<file path="src/hw/rtl/lph_pkg.sv">
// shared types, codes and a hash helper for the linear probe hash table
package lph_pkg;

  localparam int unsigned DEFAULT_SLOTS = 1024;

  localparam logic [1:0] OP_INSERT = 2'd0;
  localparam logic [1:0] OP_SEARCH = 2'd1;
  localparam logic [1:0] OP_DELETE = 2'd2;
  localparam logic [1:0] OP_NONE   = 2'd3;

  localparam logic [2:0] ST_NEW       = 3'd0;
  localparam logic [2:0] ST_UPDATED   = 3'd1;
  localparam logic [2:0] ST_FOUND     = 3'd2;
  localparam logic [2:0] ST_NOT_FOUND = 3'd3;
  localparam logic [2:0] ST_DELETED   = 3'd4;
  localparam logic [2:0] ST_DEL_MISS  = 3'd5;
  localparam logic [2:0] ST_FULL      = 3'd6;

  localparam logic [31:0] FNV_BASIS = 32'd2166136261;
  localparam logic [31:0] FNV_PRIME = 32'd16777619;
  localparam logic [7:0]  BYTE_MASK = 8'hFF;

  typedef struct packed {
    logic [1:0]         kind;
    logic signed [31:0] key;
    logic signed [31:0] value;
  } req_t;

  typedef struct packed {
    logic [2:0]         status;
    logic signed [31:0] found_value;
  } rsp_t;

  // one fnv-1a round: xor a byte in, multiply by the prime
  function automatic logic [31:0] fnv_round(input logic [31:0] h, input logic [7:0] b);
    logic [31:0] x;
    x = h ^ {24'd0, b & BYTE_MASK};
    return x * FNV_PRIME;
  endfunction

endpackage

</file>
<file path="src/hw/rtl/lph_front.sv">
// front end: request intake and multi-cycle fnv-1a home slot hash
module lph_front import lph_pkg::*; #(
  parameter int unsigned SLOTS = DEFAULT_SLOTS
) (
  input  logic                     clk,
  input  logic                     rst,
  input  req_t                     req,
  input  logic                     push,
  output logic                     full,
  output logic                     job_valid,
  input  logic                     job_take,
  output req_t                     job_req,
  output logic [$clog2(SLOTS)-1:0] job_home
);
  localparam int unsigned AW = $clog2(SLOTS);

  logic        busy;
  logic [1:0]  round;
  logic [31:0] hash;
  req_t        held;
  logic        done;
  logic        out_valid;
  req_t        out_req;
  logic [AW-1:0] out_home;
  logic [7:0]  cur_byte;

  assign full = busy;
  assign cur_byte = held.key[8*round +: 8];

  // four hash rounds, one multiply each, then a one-entry hand-off register
  always_ff @(posedge clk) begin
    if (rst) begin
      busy <= 1'b0;
      done <= 1'b0;
      round <= '0;
      out_valid <= 1'b0;
    end else begin
      if (busy && done && (!out_valid || job_take)) begin
        out_valid <= 1'b1;
      end else if (job_take) begin
        out_valid <= 1'b0;
      end
      if (push && !busy) begin
        busy <= 1'b1;
        held <= req;
        hash <= FNV_BASIS;
        round <= '0;
        done <= 1'b0;
      end else if (busy && !done) begin
        hash <= fnv_round(hash, cur_byte);
        round <= round + 2'd1;
        if (round == 2'd3) begin
          done <= 1'b1;
        end
      end else if (busy && done && (!out_valid || job_take)) begin
        out_req <= held;
        out_home <= AW'(hash % SLOTS);
        busy <= 1'b0;
        done <= 1'b0;
      end
    end
  end

  assign job_valid = out_valid;
  assign job_req = out_req;
  assign job_home = out_home;

`ifndef NO_ASSERTIONS
  a_round_bound: assert property (@(posedge clk) disable iff (rst)
    done |-> busy) else $error("hash done without busy");
  a_take_valid: assert property (@(posedge clk) disable iff (rst)
    job_take |-> job_valid) else $error("job taken while none ready");
  a_full_busy: assert property (@(posedge clk) disable iff (rst)
    (push && !full) |=> full) else $error("accepted item did not block intake");
`endif
endmodule

</file>
<file path="config.mk">
export PLATFORM = sky130hd
export DESIGN_NAME = lph_front
export DESIGN_NICKNAME = d
export VERILOG_FILES = /design/src/hw/rtl/lph_pkg.sv /design/src/hw/rtl/lph_front.sv
export SDC_FILE = /design/constraint.sdc
export NUM_CORES = 1
export LEC_CHECK = 0
export BUFFER_PORTS_ARGS = -buffer_cell sky130_fd_sc_hd__buf_2
export CAP_MARGIN = 0
export CORE_ASPECT_RATIO = 1.25
export CORE_MARGIN = 8
export CORE_UTILIZATION = 33
export CTS_BUF_LIST = sky130_fd_sc_hd__clkbuf_8
export DETAILED_ROUTE_END_ITERATION = 12
export GPL_TIMING_DRIVEN = 1
export PLACE_DENSITY = 0.62
export SYNTH_ARGS = -nofsm -noshare
export SYNTH_HDL_FRONTEND = slang
export SYNTH_SLANG_ARGS = --single-unit
</file>
<file path="constraint.sdc">
create_clock -name clk -period 12.33 [get_ports clk]
set_clock_uncertainty 0.1 [all_clocks]
set_input_delay 1.233 -clock clk [delete_from_list [all_inputs] [get_ports clk]]
set_output_delay 1.233 -clock clk [all_outputs]
set_load 0.005 [all_outputs]
</file>
==> run_results.csv, run 1 <==
group,metric,value,unit
sta,whs,0.319,ns
worst_setup_path,slowest_stage,"dfxtp_1",
worst_setup_path,end_kind,"flop",
synthesis,yosysTopAreaCellShare,76.6,%
worst_setup_path,required,12.41,ns
sta,rsz0062_at_grt,"no",
worst_setup_path,crit_family,"XOR/XNOR gates",
clock_network,cts_resized,0,
placed_design,placed_area,0.00698,mm^2
synthesis,synth_most_common_cell,"edfxtp_1",
floorplan,rows,55,
floorplan,start_util,33.3,%
clock_network,hold_buffers,0,
sta,slew_headroom,33.8,%
synthesis,ys_seq_area_share,78.3,%
clock_network,cts_buffer_depth,2,
detailed_routing,viasPerCell,4.30,
sta,final_max_slew_viol_count,0,
synthesis,synthAdderAreaFrac,7.31,%
power,vdd_drop_max,0.000136,V
sta,finalSetupTns,0,ns
synthesis,syn-num-nets,396,
global_routing,grt_max_degree,67,
global_routing,globalRouteTotalUtil,11.0,%
floorplan,core-area,0.0179,mm^2
detailed_routing,drtIter0Drc,167,
sta,finalCriticalPeriod,4.76,ns
worst_setup_path,worst-path-buf-inv,1,
sta,final_hold_viol_count,0,
detailed_routing,wl_per_cell,17.0,um
sta,setup_violations,0,
synthesis,syn_inst,293,
detailed_routing,drc,0,
job,cap_violations,0,
clock_network,cts_made_buffers,17,
synthesis,netlist_area,0.00596,mm^2
synthesis,async_flop_share,0,%
placed_design,place.gp.congestion,0.778,
cells_and_area,drive_gt1_share,40.5,%
global_routing,first_global_vias,3355,
cells_and_area,nets,561,
cells_and_area,n_antenna_cell,0,
worst_setup_path,path_class,"flop to flop",
worst_setup_path,cp_common_cell,"xnor2_1",
placed_design,place_hpwl,8880,um
clock_network,cts-root-buf,"clkbuf_8",
synthesis,ys.flop_type,"edfxtp_1",
clock_network,clk_pin_slew_worst_paths,0.08,ns
synthesis,synth_mux_area_share,3.28,%
synthesis,synth_edf_count,152,
synthesis,yosys.area_share.simple,2.52,%
clock_network,cts_sinks,157,
global_routing,grt_pass1_wl,18400,um
clock_network,htreeDepth,4,
clock_network,clk_latency,0.44,ns
clock_network,cts_tree,"built",
synthesis,ys_ff_latch,157,
power,p_leak,2.86,nW
synthesis,synth-compound-area-share,1.72,%
placed_design,place_ws,7.55,ns
detailed_routing,vias,3000,
synthesis,yosysTopAreaCell,"edfxtp_1",
worst_hold_path,hold_path.class,"flop to flop",
clock_network,postCtsSetupBuffers,0,
floorplan,io_pins,148,
synthesis,synth_common_cells,"152 x edfxtp_1, 30 x ha_1, 14 x inv_1, 14 x nor2_1, 11 x xor2_1",
synthesis,synthTopCellsByArea,"edfxtp_1 77%, ha_1 6.3%, mux4_1 1.8%, dfxtp_1 1.7%, xor2_1 1.6%",
worst_setup_path,cp.arrival,4.84,ns
detailed_routing,dr.pass1.iters,4,
worst_setup_path,start_kind,"flop",
detailed_routing,ant_nets,0,
worst_setup_path,path_cells,"mux4_1 > xor2_1 > ha_1 > and2_1 > ha_1 > ha_1 > inv_1 > fa_1 > xnor2_1 > xnor3_1 > xnor2_1 > xnor2_1 > xnor2_1 > nor2_1",
cells_and_area,final_area,0.00737,mm^2
floorplan,die_w,136,um
synthesis,synth_xor_area_share,5.48,%
synthesis,synth_top_family_by_area,"adder cells",
power,powerDensity,226,mW/mm^2
worst_setup_path,crit_fanout,11,
detailed_routing,wirelength,11800,um
outcome,status,"completed",
sta,post-route-period-util,38.6,%
synthesis,syn_area_per_cell,20.3,um^2
power,finalPower,1.67,mW
floorplan,dieArea,0.0226,mm^2
sta,worst_slew_pin_slew,0.989,ns
floorplan,die_h,166,um
global_routing,grt_antenna_before_repair,3,
cells_and_area,area_growth,23.7,%
sta,postLayoutSetupSlackWorst,7.57,ns
sta,max_freq,210,MHz
placed_design,port_buffers,147,
synthesis,synth.distinct_cells,29,
global_routing,grt_overflow,0,
synthesis,ys_warn_count,0,
worst_setup_path,slowest_delay,0.73,ns
[layout by cell type (no fill, tap or decap), drive strengths merged]
cell type,n
inv,16
a22oi,2
and2,5
xnor3,1
clkbuf,17
dfxtp,5
nor2,15
a21o,2
clkinvlp,1
fa,3
o21ai,5
a21oi,5
ha,30
buf,150
mux4,8
a211oi,1
xor2,12
nand2b,2
nor2b,3
edfxtp,152
bufinv,3
nand2,5
xnor2,15
nor3,2
clkinv,7
o21bai,2
[sequential cells by signal, summed over array words and instances, names as in the netlist]
register	cells
done	1
full	1
hash	10
held	66
job_home	10
job_req	66
job_valid	1
round	2
[layout make-up]
type / instances / area, um^2
multi-input cells: 118 / 1220
well taps: 228 / 285
fillers: 1637 / 10500
inverters: 14 / 52.6
flip-flops and latches: 157 / 4660
clock buffers: 17 / 234
repair buffers: 150 / 758
clock inverters: 13 / 154
[path summary, 6_finish.rpt]
path / startpoint / slack [ns] / to / cells after the start
max: round[0] / 7.57 / hash[9] / 14
min: held[14] / 0.32 / job_req[14] / 0
max reg2reg: round[0] / 7.57 / hash[9] / 14
min reg2reg: held[14] / 0.32 / job_req[14] / 0
[metrics by stage]
stage	std cells	util, %
after floorplan	293	-
after global placement	667	39.0
after detailed placement	667	39.0
after CTS	697	41.2
after global routing	697	41.2
final	697	41.2
[kinds of logic (layout without fill, tap and decap cells)]
family / count (synthesis) / after routing
fa+ha+maj: 33 / 33
simple gates: 32 / 32
compound gates: 17 / 17
flops: 157 / 157
mux: 8 / 8
buf+inv: 18 / 194
xor+xnor: 28 / 28
[per-layer routing]
| layer | GRT usage, % | vias to the layer above | routed length (um) |
|---|---|---|---|
| li1 | - | 1439 | - |
| met1 | 11.1 | 1449 | 4330 |
| met3 | 5.45 | 19 | 954 |
| met5 | 0 | - | 30 |
| met2 | 18.8 | 87 | 6360 |
| met4 | 4.45 | 6 | 155 |
[report_power, final]
group          internal (mW)  switching (mW)
clock network          0.196           0.178
registers              0.636          0.0187
logic                  0.318           0.320
total                   1.15           0.516
(Power assumes the default switching activity.)
==> run 2: changes to the inputs <==
Settings changed: PLACE_DENSITY 0.62 to 0.64.
Clock period 12.33 ns to 4.3 ns, I/O delays scaled along.
==> run 2 against run 1 <==
  * Sequential share of layout area decreased by 1.8 points
  * Count of clock-buffer cells in the layout unchanged
  * Combinational power increased to 3.4 times the previous value
  * First-iteration DRC count decreased by 37%
  * Sequential power increased to 2.9 times the previous value
  * Register-to-register slack got worse by 7.4 ns
==> run_results.csv, run 2 (synthesis gave the netlist of run 1 again) <==
group,metric,value,unit
power,p_leak,2.93,nW
sta,postLayoutSetupSlackWorst,0.181,ns
outcome,status,"completed",
placed_design,place_hpwl,9150,um
worst_setup_path,path_class,"flop to flop",
cells_and_area,fin_cells,715,
sta,final_hold_viol_count,0,
sta,setup_violations,0,
detailed_routing,dr.pass1.iters,4,
placed_design,place.gp.congestion,0.773,
placed_design,place_ws,-0.0873,ns
detailed_routing,vias,3092,
detailed_routing,drc,0,
cells_and_area,multiInputGateArea,0.00129,mm^2
sta,max_freq,243,MHz
sta,slew_headroom,32.0,%
placed_design,placed_area,0.00711,mm^2
cells_and_area,final_area,0.00759,mm^2
global_routing,grt_antenna_before_repair,1,
clock_network,cts_made_buffers,17,
sta,finalCriticalPeriod,4.12,ns
clock_network,clk_latency,0.43,ns
clock_network,htreeDepth,4,
worst_setup_path,worst-path-buf-inv,3,
sta,post-route-period-util,95.8,%
global_routing,first_global_vias,3524,
global_routing,grt_pass1_wl,19000,um
global_routing,globalRouteTotalUtil,11.2,%
clock_network,cts_sinks,157,
cells_and_area,finish.utilization,42.4,%
sta,worst_slew_pin_slew,1.02,ns
cells_and_area,fill_cells,1638,
detailed_routing,wirelength,12300,um
worst_setup_path,crit_family,"adder cells",
floorplan,die_h,166,um
clock_network,clk_pin_slew_worst_paths,0.08,ns
global_routing,grt_max_degree,77,
sta,final_max_slew_viol_count,0,
cells_and_area,drive_gt1_share,46.5,%
worst_setup_path,crit_fanout,8,
detailed_routing,wl_per_cell,17.3,um
placed_design,dp.cells,681,
floorplan,io_pins,148,
cells_and_area,area_growth,27.4,%
worst_setup_path,slowest_delay,0.56,ns
floorplan,dieArea,0.0226,mm^2
worst_setup_path,required,4.37,ns
worst_setup_path,cp_common_cell,"ha_1",
cells_and_area,final_common_cell,"edfxtp_1",
cells_and_area,final_cell_mix,"152 x edfxtp_1, 147 x buf_2, 26 x ha_1",
clock_network,cts_tree,"built",
placed_design,port_buffers,147,
cells_and_area,register_area,0.00467,mm^2
clock_network,cts-root-buf,"clkbuf_8",
worst_setup_path,slowest_stage,"mux4_2",
worst_setup_path,start_kind,"flop",
worst_setup_path,end_kind,"flop",
floorplan,rows,55,
worst_setup_path,path_cells,"buf_12 > mux4_2 > xnor2_4 > xor2_2 > ha_1 > ha_1 > ha_1 > inv_1 > fa_1 > inv_1 > ha_1 > a21oi_2 > xnor2_1 > xnor2_1 > nor2_1",
detailed_routing,viasPerCell,4.32,
detailed_routing,drtIter0Drc,105,
floorplan,start_util,33.3,%
cells_and_area,nets,577,
floorplan,die_w,136,um
worst_hold_path,hold_path.class,"input port to flop",
worst_setup_path,cp.arrival,4.19,ns
power,powerDensity,674,mW/mm^2
global_routing,grt_overflow,0,
detailed_routing,ant_nets,0,
clock_network,cts_buffer_depth,2,
sta,whs,0.0692,ns
power,vdd_drop_max,0.000481,V
floorplan,core-area,0.0179,mm^2
job,cap_violations,0,
## run 2: cell type report
| type | instances | area share [%] |
|---|---|---|
| Clock buffer | 17 | 3.08 |
| Multi-Input combinational cell | 118 | 17.1 |
| Antenna cell | 1 | 0.0330 |
| Inverter | 14 | 0.692 |
| Tap cell | 228 | 3.76 |
| Clock inverter | 14 | 2.01 |
| Sequential cell | 157 | 61.5 |
| Timing Repair Buffer | 166 | 11.9 |
## run 2: power by group
part	switching, mW	internal, mW
clock network	0.515	0.561
logic	1.04	1.12
registers	0.0548	1.82
total	1.61	3.50
## run 2: repair_timing
item                       4_1_cts  5_1_grt
hold buffers                     0        0
pin swaps                        5       12
setup endpoints to repair        1        1
gates resized for setup          5       19
setup buffers                    1        1
## run 2: stage by stage
| step | total power, mW | TNS, ns |
|---|---|---|
| 4_1_cts | 5.02 | 0 |
| 3_5_place_dp | 3.91 | -0.0873 |
| 5_1_grt | 5.52 | -0.00949 |
| 6_report | 5.11 | 0 |
| 3_3_place_gp | 3.93 | -0.0535 |
| 2_1_floorplan | 3.39 | 0 |
## run 2: final timing paths
kind	cells past startpoint	slack (ns)	start	end
max	15	0.18	round[0]	hash[9]
min	1	0.07	req[22]	held[22]
max reg2reg	15	0.18	round[0]	hash[9]
min reg2reg	0	0.32	held[9]	job_req[9]
## run 2: worst reg2reg max path: cells and delay by family, from the launching register on
kind | cells | cell delay [ns]
fa+ha+maj | 5 | 1.66
xor+xnor | 4 | 0.76
mux | 1 | 0.57
flops | 1 | 0.34
buf+inv | 3 | 0.24
compound gates | 1 | 0.14
simple gates | 1 | 0.05
## run 2: routing by layer
layer	track usage, %	share of wire (%)	up-vias
met2	19.2	52	94
met3	5.08	7.3	13
met5	0	0.11	-
li1	-	-	1463
met1	11.7	39	1520
met4	4.16	1.5	2
